**config.mk**
```make
export PLATFORM = sky130hd
export DESIGN_NAME = rfd_parser
export DESIGN_NICKNAME = d
export VERILOG_FILES = /design/src/rfd_pkg.sv /design/src/rfd_parser.sv
export SDC_FILE = /design/constraint.sdc
export NUM_CORES = 1
export LEC_CHECK = 0
export BUFFER_PORTS_ARGS = -buffer_cell sky130_fd_sc_hd__buf_2
export CAP_MARGIN = 10
export CORE_MARGIN = 2
export CORE_UTILIZATION = 40
export DETAILED_ROUTE_END_ITERATION = 7
export GPL_TIMING_DRIVEN = 0
export HOLD_SLACK_MARGIN = 0.08
export PLACE_DENSITY = 0.56
export SLEW_MARGIN = 0
export SYNTH_ARGS = -nofsm -noshare
export SYNTH_HDL_FRONTEND = slang
export SYNTH_SLANG_ARGS = --single-unit
```
**constraint.sdc**
```tcl
create_clock -name clk -period 12.1 [get_ports clk]
set_input_delay 1.21 -clock clk [delete_from_list [all_inputs] [get_ports clk]]
set_output_delay 1.21 -clock clk [all_outputs]
set_load 0.005 [all_outputs]
```
**src/rfd_pkg.sv**
```systemverilog
// Shared types and constants for the rangefinder frame decoder.
// No dependencies; compiled first.
`default_nettype none

package rfd_pkg;

  localparam int ANGLE_W = 17;

  localparam logic [7:0] HDR_SINGLE = 8'hFF;  // header of scanning and single frames
  localparam logic [7:0] HDR_MULTI  = 8'h7F;  // header of multi-sensor frames
  localparam logic [7:0] END_FLAG   = 8'h03;  // byte 8 of a multi-sensor frame
  localparam logic [7:0] CMD_POLL   = 8'h12;

  // configuration register indexes
  localparam logic [7:0] CFG_MODE_COUNT = 8'd0;
  localparam logic [7:0] CFG_MAX_RANGE  = 8'd1;

  typedef struct packed {
    logic                      valid;
    logic [15:0]               distance_cm;
    logic signed [ANGLE_W-1:0] angle_cdeg;
    logic [7:0]                sensor_id;
    logic                      out_of_range;
  } reading_t;

  // mounting angle of each sensor in a multi-sensor ring
  function automatic logic signed [ANGLE_W-1:0] angle_of_id(input logic [7:0] id);
    logic signed [ANGLE_W-1:0] a;
    case (id)
      8'd1:    a = 17'sd4500;
      8'd2:    a = 17'sd1500;
      8'd3:    a = -17'sd1500;
      8'd4:    a = -17'sd4500;
      default: a = '0;
    endcase
    return a;
  endfunction

endpackage

`default_nettype wire

```
**src/rfd_parser.sv**
```systemverilog
// Frame assembler and decoder: collects received bytes, keeps a running
// checksum and decodes a completed frame in the cycle of its last byte.
// Depends on rfd_pkg.
`default_nettype none

module rfd_parser
  import rfd_pkg::*;
(
  input  wire logic        clk,
  input  wire logic        rst,
  input  wire logic        byte_en,
  input  wire logic [7:0]  rx_byte,
  input  wire logic [7:0]  mode_count,
  input  wire logic [15:0] max_range_cm,
  output reading_t         reading
);

  logic [7:0] frame_bytes [10];
  logic [3:0] byte_count, byte_count_next;
  logic [7:0] sum_acc, sum_acc_next;
  logic       wr_en, done;

  logic        multi;
  logic [3:0]  frame_len;
  logic [7:0]  hdr;
  logic [15:0] raw;
  logic [31:0] prod;
  logic [16:0] sub_sum;
  logic [15:0] substitute;
  logic        oor, ck_ok, flag_ok;

  assign multi     = (mode_count >= 8'd2);
  assign frame_len = (mode_count == 8'd0) ? 4'd6 : ((mode_count == 8'd1) ? 4'd4 : 4'd10);
  assign hdr       = multi ? HDR_MULTI : HDR_SINGLE;

  always_comb begin
    byte_count_next = byte_count;
    sum_acc_next    = sum_acc;
    wr_en           = 1'b0;
    done            = 1'b0;
    if (byte_en) begin
      if (byte_count >= frame_len) begin
        // mode changed under a partial frame: drop it and this byte
        byte_count_next = '0;
      end else if (byte_count == 4'd0) begin
        if (rx_byte == hdr) begin
          byte_count_next = 4'd1;
          sum_acc_next    = '0;
          wr_en           = 1'b1;
        end
      end else begin
        wr_en = 1'b1;
        if (byte_count + 4'd1 == frame_len) begin
          byte_count_next = '0;
          done            = 1'b1;
        end else begin
          byte_count_next = byte_count + 4'd1;
          sum_acc_next    = sum_acc + rx_byte;
        end
      end
    end
  end

  always_ff @(posedge clk) begin
    if (rst) begin
      byte_count <= '0;
      sum_acc    <= '0;
    end else begin
      byte_count <= byte_count_next;
      sum_acc    <= sum_acc_next;
    end
  end

  always_ff @(posedge clk) begin
    if (wr_en) begin
      frame_bytes[byte_count] <= rx_byte;
    end
  end

  // decode; the checksum byte is the incoming one
  assign ck_ok   = (rx_byte == sum_acc);
  assign flag_ok = !multi || (frame_bytes[8] == END_FLAG);
  assign raw     = multi ? {frame_bytes[4], frame_bytes[5]} : {frame_bytes[1], frame_bytes[2]};
  assign prod    = raw * 16'hCCCD;  // (x * 0xCCCD) >> 19 == x / 10 for 16-bit x
  assign oor     = (raw >= 16'd7000);

  assign sub_sum    = {1'b0, max_range_cm} + 17'd100;
  assign substitute = sub_sum[16] ? 16'hFFFF
                    : ((sub_sum[15:0] < 16'd800) ? 16'd800 : sub_sum[15:0]);

  always_comb begin
    reading.valid        = done && ck_ok && flag_ok;
    reading.out_of_range = oor;
    reading.distance_cm  = oor ? substitute : {3'b000, prod[31:19]};
    if (mode_count == 8'd0) begin
      reading.angle_cdeg = $signed({1'b0, frame_bytes[3], frame_bytes[4]});
      reading.sensor_id  = '0;
    end else if (multi) begin
      reading.angle_cdeg = angle_of_id(frame_bytes[1]);
      reading.sensor_id  = frame_bytes[1];
    end else begin
      reading.angle_cdeg = '0;
      reading.sensor_id  = '0;
    end
  end

endmodule

`default_nettype wire

```
==> metrics.csv, run 1 <==
stage;metric;value;unit
grt;grt_pass1_wl;32300;um
synthesis;avgSynthCellArea;9.34;sq um
power_and_ir_drop;p_leak;4.76;nW
synthesis;synth_area;8370;sq um
place;pre_cts_ws;1.95;ns
timing;hold_viol;0;
worst_setup_path;start_kind;input pin;
layout;regArea;1680;sq um
worst_setup_path;r2r_cells;8;
worst_setup_path;r2r-start;byte_count[1];
place;io_buffers;74;
synthesis;syn_inst;896;
die;fp-row-count;52;
worst_setup_path;criticalPathCategory;in2out;
clock_tree;insertion_delay;0.33;ns
synthesis;synth_common_cells;inv_1 (188), ha_1 (148), fa_1 (80);
layout;nets;1245;
detailed_routing;vias_per_cell;4.97;
synthesis;synth_edf_count;48;
timing;worst_pin_slew;1.11;ns
synthesis;yosysSeqAreaShare;20.1;%
clock_tree;post_cts_buffers;0;
layout;syn2layout_area_growth;12.4;%
power_and_ir_drop;p_per_area;65.9;nW/um^2
worst_setup_path;ff2ff_setup_slack;9.05;ns
clock_tree;cts_num_sinks;60;
die;core_area;20400;sq um
detailed_routing;ant_nets;0;
detailed_routing;drc;0;
worst_setup_path;r2r-end;frame_bytes[8][5];
detailed_routing;wl;20100;um
grt;track_usage;18.9;%
worst_setup_path;worstSetupStartpoint;mode_count[4];
timing;grt_setup_unrepaired;false;
clock_tree;cts_tree;done;
clock_tree;cts_made_buffers;9;
grt;antenna_found_initial;0;
layout;fin_cells;1257;
timing;slew_viol_final;0;
die;die_area;22100;sq um
detailed_routing;drt-initial-drc-count;270;
synthesis;synth_nets;1159;
worst_setup_path;critPathCaptureType;output port;
clock_tree;post_cts_resized;0;
timing;fin_crit;10.12;ns
timing;finalClockSkew;0.00548;ns
synthesis;synth-async-reset-ratio;0;%
synthesis;synth_top_area_share;22.1;%
place;hpwlAfterDp;17100;um
synthesis;ys.flop_type;edfxtp_1;
power_and_ir_drop;finalPower;0.620;mW
timing;setup_violations;0;
place;dp.cells;1240;
grt;grt.overflow.total;0;
clock_tree;cts.htree.levels;3;
timing;fmax;0.0988;GHz
grt;grt_pass1_vias;6227;
synthesis;synth-seq-cells;60;
detailed_routing;wl_per_cell;16.0;um
worst_hold_path;hold_path_class;reg2reg;
detailed_routing;via_count;6246;
worst_setup_path;arrival;8.91;ns
timing;period_share;83.7;%
outcome;outcome;complete, no violations;
timing;setup_ws;1.98;ns
die;io_pins;78;
timing;relSlewSlack;25.7;%
synthesis;yosys_warnings;0;
worst_setup_path;cp_max_fo;10;
die;dieWidth;149;um
synthesis;synth.distinct_cells;63;
layout;n_antenna_cell;0;
clock_tree;postCtsHoldBufs;0;
die;die_h;149;um
worst_setup_path;required;10.89;ns
layout;multi_input_area;5900;sq um
layout;nFillCells;1980;
synthesis;synth_area_leaders;ha_1 (22%), fa_1 (19%), edfxtp_1 (17%), inv_1 (8.4%), xnor2_1 (3.7%);
clock_tree;clk_pin_slew;0.05;ns
clock_tree;clockBufferDepth;2;
job;cap_violations;0;
place;finalWeightedCongestion;0.870;
grt;grt_start_max_net_pins;13;
power_and_ir_drop;peakVddDrop;131;uV
die;start_util;41.1;%
synthesis;yosysMostFrequentCell;inv_1;
layout;drive_gt1_share;10.8;%
timing;setup_tns;0;ns
worst_setup_path;crit_path_end;reading[38];
detailed_routing;drt_first_pass_iters;4;
synthesis;yosysTopAreaCell;ha_1;
clock_tree;cts-root-buf;clkbuf_16;
how the worst min path moves through the flow:
stage               start          to  slack, ns  cells after the start
6_report       sum_acc[0]  sum_acc[0]       0.47                      2
5_1_grt        sum_acc[0]  sum_acc[0]       0.51                      2
4_1_cts        sum_acc[0]  sum_acc[0]       0.47                      2
3_5_place_dp   sum_acc[0]  sum_acc[0]       0.46                      2
3_3_place_gp   sum_acc[0]  sum_acc[0]       0.45                      2
2_1_floorplan  sum_acc[0]  sum_acc[0]       0.43                      2
cell usage in the layout, fill, tap and decap left out, types with 10 or more instances in the layout:
cell type / n
a21o_1: 22
clkbuf_1: 10
inv_1: 188
dfxtp_1: 12
xnor2_1: 35
buf_2: 78
edfxtp_1: 48
ha_1: 148
a21oi_1: 36
nor2_1: 38
and2_1: 16
nand3_1: 15
fa_1: 80
nor3_1: 20
o21ai_0: 15
nand2_1: 73
registers in the layout, summed over array words and instances, names as in the netlist:
register     cells
sum_acc          8
frame_bytes     48
byte_count       4
layout make-up:
type,count,area share [%]
well taps,270,3.59
flip-flops and latches,60,17.9
clock inverters,7,1.06
multi-input cells,630,62.7
repair buffers,75,3.99
plain buffers,17,0.798
clock buffers,9,2.39
inverters,189,7.54
layer usage:
metal | part of all wire [%] | track usage, % | vias up | wire length [um]
met4 | 0.72 | 3.33 | 0 | 145
met2 | 46 | 30.6 | 107 | 9150
met1 | 50 | 27.1 | 2955 | 10000
met3 | 3.9 | 2.79 | 9 | 779
li1 | - | - | 3175 | -
met5 | 0 | 0 | - | 0
where the power goes:
| group | internal [mW] | switching, mW |
|---|---|---|
| combinational | 0.0511 | 0.0713 |
| sequential | 0.223 | 0.0000532 |
| clock | 0.181 | 0.0940 |
| total | 0.455 | 0.165 |
through the flow:
| stage | util, % | hold slack, ns | area [sq um] |
|---|---|---|---|
| CTS | 46.2 | 0.469 | 9400 |
| finish | 46.2 | 0.470 | 9410 |
| detailed placement | 44.6 | 0.461 | 9080 |
| floorplan | - | 0.430 | 8370 |
| global route | 46.2 | 0.509 | 9410 |
| global placement | 44.6 | 0.445 | 9080 |
worst max-delay path, stage by stage:
cell and delay (ns):
buf_2 0.10, or4_4 0.58, nor2_4 0.25, inv_2 0.13
buf_1 0.31, clkbuf_1 0.31, nand2_1 0.12, nand2_1 0.24
ha_1 0.41, inv_1 0.10, fa_1 0.55, inv_1 0.06
fa_1 0.51, fa_1 0.53, fa_1 0.55, inv_1 0.06
fa_1 0.53, inv_1 0.04, ha_1 0.33, a21oi_1 0.16
o21ai_0 0.18, a211oi_1 0.43, a211oi_2 0.22, a21oi_1 0.27
o21ai_1 0.15, o21a_1 0.19, o31a_1 0.27, buf_2 0.12
cell families after synthesis:
family | share of synthesized area, %
AO/OA/AOI/OAI | 11.1
XOR/XNOR | 4.50
adder cells (fa/ha/maj) | 41.3
buffers and inverters | 9.37
flip-flops | 20.1
multiplexers | 1.11
AND/OR/NAND/NOR | 12.5
Power figures use the tool's default switching activity.
==> inputs of run 2 (changes only) <==
--- a/config.mk
+++ b/config.mk
@@ -12,7 +12,7 @@
 export DETAILED_ROUTE_END_ITERATION = 7
 export GPL_TIMING_DRIVEN = 0
 export HOLD_SLACK_MARGIN = 0.08
-export PLACE_DENSITY = 0.56
+export PLACE_DENSITY = 0.59
 export SLEW_MARGIN = 0
 export SYNTH_ARGS = -nofsm -noshare
 export SYNTH_HDL_FRONTEND = slang
==> constraint.sdc (replaced) <==
create_clock -name clk -period 9.2 [get_ports clk]
set_input_delay 0.92 -clock clk [delete_from_list [all_inputs] [get_ports clk]]
set_output_delay 0.92 -clock clk [all_outputs]
set_load 0.005 [all_outputs]
==> run 2 against run 1 <==
  * Final cell count grew 0.32%
  * Worst hold slack lost 0.013 ns
  * Largest power group unchanged
  * Final area grew 0.60%
==> metrics.csv, run 2 (synthesized netlist as in run 1, its figures left out) <==
stage;metric;value;unit;change
power_and_ir_drop;p_per_area;81.5;nW/um^2;+24%
worst_setup_path;critPathSlowestCell;or4_4;;
grt;grt_pass1_wl;32100;um;-0.38%
worst_setup_path;criticalPathCategory;in2out;;
place;io_buffers;74;;unchanged
detailed_routing;drt_first_pass_iters;5;;+1
timing;relSlewSlack;26.4;%;+0.68 points
timing;fmax;0.113;GHz;
clock_tree;cts_made_buffers;9;;unchanged
detailed_routing;vias_per_cell;4.99;;+0.35%
detailed_routing;via_count;6288;;+0.67%
detailed_routing;wl_per_cell;15.8;um;-1.1%
clock_tree;clockBufferDepth;2;;unchanged
grt;track_usage;18.6;%;-0.28 points
timing;fin_crit;8.88;ns;
timing;worst_pin_slew;1.10;ns;-0.0102 ns
clock_tree;cts.htree.levels;3;;unchanged
layout;drive_gt1_share;12.3;%;+1.5 points
layout;final_common_cell;inv_1;;
die;fp-row-count;52;;unchanged
layout;largest_register_ffs;48;;unchanged
clock_tree;cts_num_sinks;60;;unchanged
timing;period_share;96.6;%;
worst_hold_path;hold_path_class;reg2reg;;
timing;hold_viol;0;;unchanged
place;pre_cts_ws;-0.489;ns;-2.44 ns
detailed_routing;drt-initial-drc-count;219;;-19%
detailed_routing;wl;19900;um;-0.77%
layout;layout_common_cells;inv_1 (188), ha_1 (147), buf_2 (80), fa_1 (80), nand2_1 (72);;
grt;grt_pass1_vias;6322;;+1.5%
clock_tree;clk_pin_slew;0.05;ns;about the same
outcome;outcome;complete, no violations;;
clock_tree;cts-root-buf;clkbuf_16;;
clock_tree;cts_tree;done;;
timing;finalClockSkew;0.00486;ns;-0.000621 ns
die;core_area;20400;sq um;unchanged
power_and_ir_drop;p_leak;4.76;nW;+0.15%
layout;nets;1249;;+0.32%
layout;utilization;46.5;%;+0.28 points
die;io_pins;78;;unchanged
die;die_area;22100;sq um;unchanged
worst_setup_path;required;8.28;ns;-2.61 ns
job;cap_violations;0;;unchanged
power_and_ir_drop;peakVddDrop;129;uV;-1.6%
place;finalWeightedCongestion;0.866;;-0.51%
layout;syn2layout_area_growth;13.1;%;
clock_tree;postCtsHoldBufs;0;;unchanged
layout;regMostFlops;frame_bytes;;
die;dieWidth;149;um;unchanged
worst_setup_path;cp_max_fo;10;;unchanged
worst_setup_path;critPathCaptureType;output port;;
grt;grt_start_max_net_pins;11;;-2
grt;grt.overflow.total;0;;unchanged
grt;antenna_found_initial;0;;unchanged
layout;nFillCells;1970;;-0.51%
place;hpwlAfterDp;16700;um;-2.2%
clock_tree;insertion_delay;0.33;ns;about the same
timing;setup_violations;0;;unchanged
layout;reg.largest.list;frame_bytes: 48 flops, sum_acc: 8 flops, byte_count: 4 flops;;
timing;setup_ws;0.316;ns;-1.66 ns
die;die_h;149;um;unchanged
detailed_routing;ant_nets;0;;unchanged
timing;hold_ws;0.457;ns;-0.0127 ns
worst_setup_path;critPathMaxStageDelay;0.58;ns;about the same
die;start_util;41.1;%;unchanged
layout;n_antenna_cell;0;;unchanged
detailed_routing;drc;0;;unchanged
worst_setup_path;arrival;7.96;ns;-0.95 ns
worst_setup_path;crit_path_frequent_cell;fa_1;;
worst_setup_path;start_kind;input pin;;
timing;slew_viol_final;0;;unchanged
==> run 2: changes by cell type in the layout (fill, tap and decap cells not counted), sizes merged <==
cell      before  now
buf           82   86
inv          190  189
clkinvlp       0    1
clkbuf        19   20
bufinv         2    1
==> run 2: per-layer routing <==
metal / GRT usage [%] / wire length (um)
met5: 0 / 0
met4: 5.29 / 325
met3: 1.87 / 711
met2: 31.8 / 9440
met1: 25.1 / 9470
==> run 2: worst max-delay path: cells and delay by family <==
kind / cells / cell delay (ns)
adders and majority gates: 7 / 3.23
AOI/OAI and AO/OA: 8 / 1.56
buffers and inverters: 7 / 1.00
and+or+nand+nor: 2 / 0.72
muxes: 1 / 0.50
==> run 2: power breakdown <==
group / switching (mW) / internal [mW]
clock: 0.110 / 0.206
combinational: 0.0942 / 0.0684
sequential: 0.0000597 / 0.293
total: 0.204 / 0.567
==> run 2: stage by stage <==
stage / power [mW] / TNS [ns] / instances / instance area, sq um
3_3_place_gp: 0.458 / -2.30 / 1240 / 9080
2_1_floorplan: 0.408 / 0 / 896 / 8370
6_report: 0.772 / 0 / 1261 / 9460
3_5_place_dp: 0.459 / -3.21 / 1241 / 9080
4_1_cts: 0.777 / 0 / 1261 / 9410
5_1_grt: 0.810 / -0.135 / 1261 / 9460
==> run 2: area by class of cell <==
cell class,instances,area [sq um],share of cell area [%]
Sequential cell,60,1680,17.8
Tap cell,270,338,3.57
Clock buffer,10,229,2.42
Inverter,189,709,7.50
Timing Repair Buffer,79,405,4.28
Buffer,17,81.3,0.859
Multi-Input combinational cell,630,5960,63.0
Clock inverter,6,55.1,0.582
==> run 2: path summary, 6_finish.rpt <==
check,start,to,slack [ns],cells past startpoint
worst min-delay path,sum_acc[0],sum_acc[0],0.46,2
worst min register to register,sum_acc[0],sum_acc[0],0.46,2
worst max register to register,byte_count[1],frame_bytes[8][7],6.21,8
worst max-delay path,mode_count[4],reading[38],0.32,25
==> run 2: repair_timing <==
| item | 4_1_cts | 5_1_grt |
|---|---|---|
| gates resized for setup | 6 | 13 |
| endpoints found under the setup margin | 13 | 8 |
| pin swaps | 2 | 1 |
| hold endpoints to repair | 0 | 0 |
| setup buffers | 4 | 0 |
